--- src/rtl/core/scmix_pkg.sv ---
// ----------------------------------------------------------------------------
// scmix_pkg
// Shared types, register map, field positions and the pan gain table of the
// stereo channel mixer.
// ----------------------------------------------------------------------------
package scmix_pkg;

  localparam int SAMPLE_W  = 24;
  localparam int NCH       = 6;
  localparam int NBUS      = 6;
  localparam int SET_W     = 61;
  localparam int CH_W      = 3;
  localparam int BUS_W     = 3;
  localparam int CFG_IDX_W = 3;

  localparam int CHANNEL_COUNT_DEF = 6;
  localparam int AUX_BUS_COUNT_DEF = 5;

  // register map
  localparam logic [CFG_IDX_W-1:0] REG_MASTER = 3'd6;
  localparam logic [CFG_IDX_W-1:0] REG_COEF   = 3'd7;

  localparam logic [SET_W-1:0] SET_RESET    = 61'd6579275;
  localparam logic [7:0]       MASTER_RESET = 8'd100;
  localparam logic [15:0]      COEF_RESET   = 16'd8041;

  // settings word layout
  localparam int MUTE_BIT = 24;
  localparam int SOLO_BIT = 25;
  localparam int SEND_LSB = 26;
  localparam int SEND_W   = 7;

  // exact reciprocals: floor(n/100) = (n*M100)>>29 for n < 2^22,
  // floor(n/10000) = (n*M10000)>>44 for n < 2^30
  localparam logic [31:0] M100   = 32'd5368710;
  localparam logic [31:0] M10000 = 32'd1759218605;

  localparam longint unsigned PI_Q30 = 64'd3373259426;

  // Taylor term divisors as rounded-up reciprocals, exact for terms below 2^30:
  // cos uses (2n-1)(2n), sin uses (2n)(2n+1), n = 1..8
  localparam int RCP_SH = 39;
  localparam longint unsigned RCP_COS [8] = '{
    ((64'd1 << RCP_SH) + 64'd1) / 64'd2,
    ((64'd1 << RCP_SH) + 64'd11) / 64'd12,
    ((64'd1 << RCP_SH) + 64'd29) / 64'd30,
    ((64'd1 << RCP_SH) + 64'd55) / 64'd56,
    ((64'd1 << RCP_SH) + 64'd89) / 64'd90,
    ((64'd1 << RCP_SH) + 64'd131) / 64'd132,
    ((64'd1 << RCP_SH) + 64'd181) / 64'd182,
    ((64'd1 << RCP_SH) + 64'd239) / 64'd240
  };
  localparam longint unsigned RCP_SIN [8] = '{
    ((64'd1 << RCP_SH) + 64'd5) / 64'd6,
    ((64'd1 << RCP_SH) + 64'd19) / 64'd20,
    ((64'd1 << RCP_SH) + 64'd41) / 64'd42,
    ((64'd1 << RCP_SH) + 64'd71) / 64'd72,
    ((64'd1 << RCP_SH) + 64'd109) / 64'd110,
    ((64'd1 << RCP_SH) + 64'd155) / 64'd156,
    ((64'd1 << RCP_SH) + 64'd209) / 64'd210,
    ((64'd1 << RCP_SH) + 64'd271) / 64'd272
  };

  typedef logic [14:0] cos_tab_t [201];

  // cos over the first half, sin of the mirrored angle over the second
  function automatic cos_tab_t build_cos_tab();
    cos_tab_t        t;
    longint unsigned x;
    longint unsigned x2;
    longint unsigned term;
    longint unsigned m;
    logic [79:0]     wide;
    longint          sum;
    int              k;
    int              n;
    bit              want_sin;
    for (k = 0; k <= 200; k++) begin
      want_sin = (k > 100);
      x = (want_sin ? longint'(200 - k) : longint'(k)) * PI_Q30 / 400;
      x2 = (x * x) >> 30;
      term = want_sin ? x : (64'd1 << 30);
      sum = longint'(term);
      for (n = 1; n <= 8; n++) begin
        m = want_sin ? RCP_SIN[n-1] : RCP_COS[n-1];
        wide = 80'((term * x2) >> 30) * 80'(m);
        term = 64'(wide >> RCP_SH);
        if (n % 2 == 1) begin
          sum = sum - longint'(term);
        end else begin
          sum = sum + longint'(term);
        end
      end
      t[k] = 15'((sum + 64'sd32768) >>> 16);
    end
    return t;
  endfunction

  localparam cos_tab_t COS_TAB = build_cos_tab();

  typedef enum logic [4:0] {
    OP_NOP, OP_LM, OP_TLO, OP_GL1, OP_GR1, OP_THI, OP_GL2, OP_GR2,
    OP_FL1, OP_FR1, OP_FL2, OP_FR2, OP_FL3, OP_FR3, OP_ML, OP_MR,
    OP_A1L, OP_A1R, OP_A2L, OP_A2R, OP_A3L, OP_A3R
  } op_t;

  typedef struct packed {
    op_t             op;
    logic [CH_W-1:0] ch;
    logic [BUS_W-1:0] bus;
    logic            start;
    logic            fin;
  } cmd_t;

  typedef struct packed {
    logic active;
    logic tilt_flat;
    logic out_busy;
  } stat_t;

  typedef struct packed {
    logic signed [SAMPLE_W-1:0] ch0_left;
    logic signed [SAMPLE_W-1:0] ch0_right;
    logic signed [SAMPLE_W-1:0] ch1_left;
    logic signed [SAMPLE_W-1:0] ch1_right;
    logic signed [SAMPLE_W-1:0] ch2_left;
    logic signed [SAMPLE_W-1:0] ch2_right;
    logic signed [SAMPLE_W-1:0] ch3_left;
    logic signed [SAMPLE_W-1:0] ch3_right;
    logic signed [SAMPLE_W-1:0] ch4_left;
    logic signed [SAMPLE_W-1:0] ch4_right;
    logic signed [SAMPLE_W-1:0] ch5_left;
    logic signed [SAMPLE_W-1:0] ch5_right;
  } in_t;

  typedef struct packed {
    logic signed [SAMPLE_W-1:0] main_left;
    logic signed [SAMPLE_W-1:0] main_right;
    logic signed [SAMPLE_W-1:0] aux1_left;
    logic signed [SAMPLE_W-1:0] aux1_right;
    logic signed [SAMPLE_W-1:0] aux2_left;
    logic signed [SAMPLE_W-1:0] aux2_right;
    logic signed [SAMPLE_W-1:0] aux3_left;
    logic signed [SAMPLE_W-1:0] aux3_right;
    logic signed [SAMPLE_W-1:0] aux4_left;
    logic signed [SAMPLE_W-1:0] aux4_right;
    logic signed [SAMPLE_W-1:0] aux5_left;
    logic signed [SAMPLE_W-1:0] aux5_right;
  } out_t;

endpackage

--- src/rtl/core/scmix_ctrl.sv ---
// ----------------------------------------------------------------------------
// scmix_ctrl
// Sequencer: walks the channels, issuing one multiplier op a cycle in RUN.
// ----------------------------------------------------------------------------
module scmix_ctrl #(
  parameter int CHANNEL_COUNT = scmix_pkg::CHANNEL_COUNT_DEF,
  parameter int AUX_BUS_COUNT = scmix_pkg::AUX_BUS_COUNT_DEF
) (
  input  logic             clk,
  input  logic             rst_n,
  input  logic             in_valid,
  output logic             in_ready,
  input  scmix_pkg::stat_t stat,
  output scmix_pkg::cmd_t  cmd
);

  typedef enum logic [4:0] {
    ST_IDLE  = 5'b00001,
    ST_SCAN  = 5'b00010,
    ST_RUN   = 5'b00100,
    ST_FLUSH = 5'b01000,
    ST_FIN   = 5'b10000
  } state_t;

  localparam logic [scmix_pkg::CH_W-1:0]  LAST_CH  = scmix_pkg::CH_W'(CHANNEL_COUNT - 1);
  localparam logic [scmix_pkg::BUS_W-1:0] LAST_BUS = scmix_pkg::BUS_W'(AUX_BUS_COUNT);

  state_t                        state_r, state_nxt;
  scmix_pkg::op_t                op_r, op_nxt;
  logic [scmix_pkg::CH_W-1:0]    ch_r, ch_nxt;
  logic [scmix_pkg::BUS_W-1:0]   bus_r, bus_nxt;
  logic                          chan_done;

  always_comb begin
    state_nxt = state_r;
    op_nxt    = op_r;
    ch_nxt    = ch_r;
    bus_nxt   = bus_r;
    chan_done = 1'b0;
    cmd.op    = scmix_pkg::OP_NOP;
    cmd.ch    = ch_r;
    cmd.bus   = bus_r;
    cmd.start = 1'b0;
    cmd.fin   = 1'b0;
    in_ready  = (state_r == ST_IDLE);
    unique case (state_r)
      ST_IDLE: begin
        if (in_valid) begin
          cmd.start = 1'b1;
          ch_nxt    = '0;
          state_nxt = ST_SCAN;
        end
      end
      ST_SCAN: begin
        if (stat.active) begin
          op_nxt    = scmix_pkg::OP_LM;
          bus_nxt   = '0;
          state_nxt = ST_RUN;
        end else begin
          chan_done = 1'b1;
        end
      end
      ST_RUN: begin
        cmd.op = op_r;
        // L and R chains interleave so each result is ready when read
        unique case (op_r)
          scmix_pkg::OP_LM:  op_nxt = scmix_pkg::OP_TLO;
          scmix_pkg::OP_TLO: op_nxt = scmix_pkg::OP_GL1;
          scmix_pkg::OP_GL1: op_nxt = scmix_pkg::OP_GR1;
          scmix_pkg::OP_GR1: op_nxt = scmix_pkg::OP_THI;
          scmix_pkg::OP_THI: op_nxt = scmix_pkg::OP_GL2;
          scmix_pkg::OP_GL2: op_nxt = scmix_pkg::OP_GR2;
          scmix_pkg::OP_GR2: op_nxt = stat.tilt_flat ? scmix_pkg::OP_ML : scmix_pkg::OP_FL1;
          scmix_pkg::OP_FL1: op_nxt = scmix_pkg::OP_FR1;
          scmix_pkg::OP_FR1: op_nxt = scmix_pkg::OP_FL2;
          scmix_pkg::OP_FL2: op_nxt = scmix_pkg::OP_FR2;
          scmix_pkg::OP_FR2: op_nxt = scmix_pkg::OP_FL3;
          scmix_pkg::OP_FL3: op_nxt = scmix_pkg::OP_FR3;
          scmix_pkg::OP_FR3: op_nxt = scmix_pkg::OP_ML;
          scmix_pkg::OP_ML:  op_nxt = scmix_pkg::OP_MR;
          scmix_pkg::OP_MR: begin
            if (AUX_BUS_COUNT == 0) begin
              chan_done = 1'b1;
            end else begin
              bus_nxt = scmix_pkg::BUS_W'(1);
              op_nxt  = scmix_pkg::OP_A1L;
            end
          end
          scmix_pkg::OP_A1L: op_nxt = scmix_pkg::OP_A1R;
          scmix_pkg::OP_A1R: op_nxt = scmix_pkg::OP_A2L;
          scmix_pkg::OP_A2L: op_nxt = scmix_pkg::OP_A2R;
          scmix_pkg::OP_A2R: op_nxt = scmix_pkg::OP_A3L;
          scmix_pkg::OP_A3L: op_nxt = scmix_pkg::OP_A3R;
          scmix_pkg::OP_A3R: begin
            if (bus_r == LAST_BUS) begin
              chan_done = 1'b1;
            end else begin
              bus_nxt = bus_r + 1'b1;
              op_nxt  = scmix_pkg::OP_A1L;
            end
          end
          default: chan_done = 1'b1;
        endcase
      end
      ST_FLUSH: begin
        state_nxt = ST_FIN;
      end
      ST_FIN: begin
        // hold until the output register is free
        if (!stat.out_busy) begin
          cmd.fin   = 1'b1;
          state_nxt = ST_IDLE;
        end
      end
      default: state_nxt = ST_IDLE;
    endcase
    if (chan_done) begin
      if (ch_r == LAST_CH) begin
        state_nxt = ST_FLUSH;
      end else begin
        ch_nxt    = ch_r + 1'b1;
        state_nxt = ST_SCAN;
      end
    end
  end

  always_ff @(posedge clk) begin
    if (!rst_n) begin
      state_r <= ST_IDLE;
      op_r    <= scmix_pkg::OP_NOP;
      ch_r    <= '0;
      bus_r   <= '0;
    end else begin
      state_r <= state_nxt;
      op_r    <= op_nxt;
      ch_r    <= ch_nxt;
      bus_r   <= bus_nxt;
    end
  end

endmodule

--- config.mk ---
export PLATFORM = sky130hd
export DESIGN_NAME = scmix_ctrl
export DESIGN_NICKNAME = d
export VERILOG_FILES = /design/src/rtl/core/scmix_pkg.sv /design/src/rtl/core/scmix_ctrl.sv
export SDC_FILE = /design/constraint.sdc
export NUM_CORES = 1
export LEC_CHECK = 0
export BUFFER_PORTS_ARGS = -buffer_cell sky130_fd_sc_hd__buf_2
export CAP_MARGIN = 20
export CORE_UTILIZATION = 50
export CTS_BUF_LIST = sky130_fd_sc_hd__clkbuf_4 sky130_fd_sc_hd__clkbuf_8
export DETAILED_ROUTE_END_ITERATION = 10
export GPL_ROUTABILITY_DRIVEN = 0
export MAX_ROUTING_LAYER = met4
export PLACE_DENSITY = 0.73
export SLEW_MARGIN = 25
export SYNTH_ARGS = -nofsm -noshare
export SYNTH_HDL_FRONTEND = slang
export SYNTH_SLANG_ARGS = --single-unit
--- constraint.sdc ---
create_clock -name clk -period 3.3 [get_ports clk]
set_clock_uncertainty 0.2 [all_clocks]
set_input_delay 0.495 -clock clk [delete_from_list [all_inputs] [get_ports clk]]
set_output_delay 0.495 -clock clk [all_outputs]
set_load 0.02 [all_outputs]
==> results by group <==
Run status
  • Status: completed

Finish
  • Nets: about 160
  • FILL cells: 201
  • Ant diodes: 0
  • Final core occ: 0.608
  • Sequential cell area: between 300 and 400 µm²
  • Share of post-route cells with drive strength above 1: 0.205
  • Area Growth Syn to Fin: 10.5%
  • Finished Layout Cells: about 180
  • Footprint of the multi-input gates: between 700 and 800 µm²

Power and ir drop
  • Leak: 0.517 nW
  • Power Dens Cells: 323 nW/µm²
  • Max VDD drop: slightly above 200 µV

Global route
  • First-pass GRT wire length: 4130 µm
  • Vias in the first global route: about 940
  • Total grt overflow: 0
  • Initial antenna violation count: 0
  • Largest net degree at the start of global routing: 16
  • GR Util All Layers: 0.225

CTS
  • CTS Hold Bufs: 0
  • Clock H-tree levels: 1
  • CTS Buffer Depth: 2
  • TritonCTS buffer count: 3
  • Worst skew pair latency: 0.30 ns
  • Postcts setup bufs: 0
  • CTS Sinks: 16
  • PostCTS Resize Cnt: 0
  • CTS tree: built
  • Clock transition at the registers of the reported paths: between 0.1 and 0.15 ns
  • Root buffer cell: clkbuf_4

Detailed routing
  • Antenna-violating nets left: 0
  • DR iter-0 viols: 28
  • DRC: 0
  • WL/cell: between 10 and 15 µm
  • Final WL: ~2500 µm
  • DRT Pass-1 Iters: 4
  • Via/cell ratio: 6.07
  • DR vias: roughly 1,100

Logic synthesis
  • Mapped Area: 1110 µm²
  • Syn nets: 146
  • #FFs+latches synth: 16
  • Seq/Total Area, Yosys: 0.288
  • Syn Inst Count: around 140
  • Average size of a mapped cell: 8.18 µm²
  • Synth warn: 0
  • Synth unique cells: 45
  • Share of flip-flops with an asynchronous set or reset: 0
  • Number of flops mapped to enable cells by yosys: 0
  • Top FF cell, synth: dfxtp_1

STA
  • Period utilization: 0.724
  • Hold Slack: roughly 0.25 ns
  • Max Freq: approximately 420 MHz
  • Clock period minus worst slack: 2.39 ns
  • Slew Viols, Final: 0
  • Unrepaired setup endpoints after global routing: false
  • Setup_tns: 0 ns
  • Slew @ Worst Pin: 0.503 ns
  • Final count of hold timing violations: 0
  • Setup-failing EPs final: 0
  • Slew HR: 0.662

Floorplanning
  • Starting Density: 0.550
  • Die area: around 2400 µm²
  • Rows: 16
  • Core area: 2020 µm²
  • Die H: approximately 49 µm
  • I/O pin cnt: 20
  • Die Wd: 49.2 µm

Min path
  • HP Start: in_valid
  • Min-Delay Path Class: in -> reg
  • Hold path depth: 2
  • Hold EP: state_r[0]

Setup path
  • Reg2reg end: ch_r[0]
  • Critical path launch point type: register
  • Setup crit end kind: output pin
  • Crit Path Class: reg -> out
  • WP data required: about 2.6 ns
  • Worst R2R Setup Slack: around 1 ns
  • Worst-path fanout max: 8
  • Worst setup startpoint: state_r[2]
  • Reg2reg start: op_r[0]
  • Reg2Reg Depth: 5
  • CP arrival: 1.70 ns

Placement
  • Placed insts: 174
  • Number of buffers added on ports: 19
  • Dpl hpwl: 1810 µm

Job
  • Max-cap violations: 0
==> through the flow <==
stage / area (µm²) / total power [mW] / worst slack (ns)
6_report: 1230 / 0.397 / 0.909
5_1_grt: 1230 / 0.409 / 0.750
4_1_cts: 1230 / 0.396 / 0.940
3_5_place_dp: 1190 / 0.259 / 1.07
3_3_place_gp: 1190 / 0.258 / 1.15
2_1_floorplan: 1110 / 0.244 / 1.12
==> cells by family after synthesis <==
family	Yosys count	share of synthesized area
AO/OA/AOI/OAI	36	0.233
XOR/XNOR	3	0.0236
adder cells (fa/ha/maj)	4	0.0450
buffers and inverters	15	0.0675
flip-flops	16	0.288
multiplexers	3	0.0315
AND/OR/NAND/NOR	59	0.312
==> critical path: stages, from the launching register on <==
cell and delay [ns]:
dfxtp_1 0.48, nor2b_1 0.34, nand2_1 0.26, nor2_1 0.13, buf_2 0.17
==> how the worst max path moves through the flow <==
stage | end | depth (start not counted) | slack [ns]
floorplan | cmd[0] | 3 | 1.12
global placement | ch_r[0] | 5 | 1.15
detailed placement | ch_r[0] | 5 | 1.07
CTS | cmd[11] | 4 | 0.94
global route | cmd[9] | 4 | 0.75
finish | cmd[11] | 4 | 0.91
==> sequential cells by signal, indices dropped and copies added, names as in the netlist <==
| name | cells |
|---|---|
| state_r | 5 |
| ch_r | 3 |
| bus_r | 3 |
| op_r | 5 |
==> power by group <==
part | switching, mW | leakage [nW] | total (mW) | internal (mW)
clock network | 0.0737 | 0.0210 | 0.141 | 0.0674
registers | 0.00951 | 0.129 | 0.206 | 0.197
logic | 0.0296 | 0.366 | 0.0490 | 0.0195
==> synthesized netlist by cell type, drive strengths merged (3+ instances only) <==
library cell | n | share of area
a21oi | 7 | 0.031
a31oi | 3 | 0.030
and3 | 5 | 0.028
buf | 6 | 0.037
dfxtp | 16 | 0.29
ha | 4 | 0.045
inv | 7 | 0.024
nand2 | 12 | 0.040
nand2b | 3 | 0.017
nand3 | 4 | 0.018
nor2 | 11 | 0.037
nor3 | 6 | 0.047
o21a | 3 | 0.020
o21ai | 8 | 0.039
o32ai | 3 | 0.024
xor2 | 3 | 0.024
==> final cells by class <==
type,instances,area share
Clock buffer,4,0.0295
Inverter,7,0.0214
Multi-Input combinational cell,105,0.584
Sequential cell,16,0.261
Tap cell,27,0.0275
Timing Repair Buffer,19,0.0774
==> routing by layer <==
metal	vias up	wire length [µm]	track usage
met3	5	124	0.0280
met5	-	0	-
li1	533	-	-
met2	32	1140	0.370
met4	0	27	0.0735
met1	511	1210	0.285
==> layout by cell type, fill, tap and decap left out, drive strengths merged, types with 3 or more instances in the layout <==
| master | n |
|---|---|
| and3 | 5 |
| inv | 7 |
| buf | 19 |
| o32ai | 3 |
| xor2 | 3 |
| a21oi | 7 |
| clkbuf | 4 |
| nor3 | 6 |
| nand2b | 3 |
| ha | 4 |
| nand2 | 12 |
| o21a | 3 |
| nand3 | 4 |
| a31oi | 3 |
| nor2 | 11 |
| o21ai | 8 |
| dfxtp | 16 |
(Power assumes the default switching activity.)
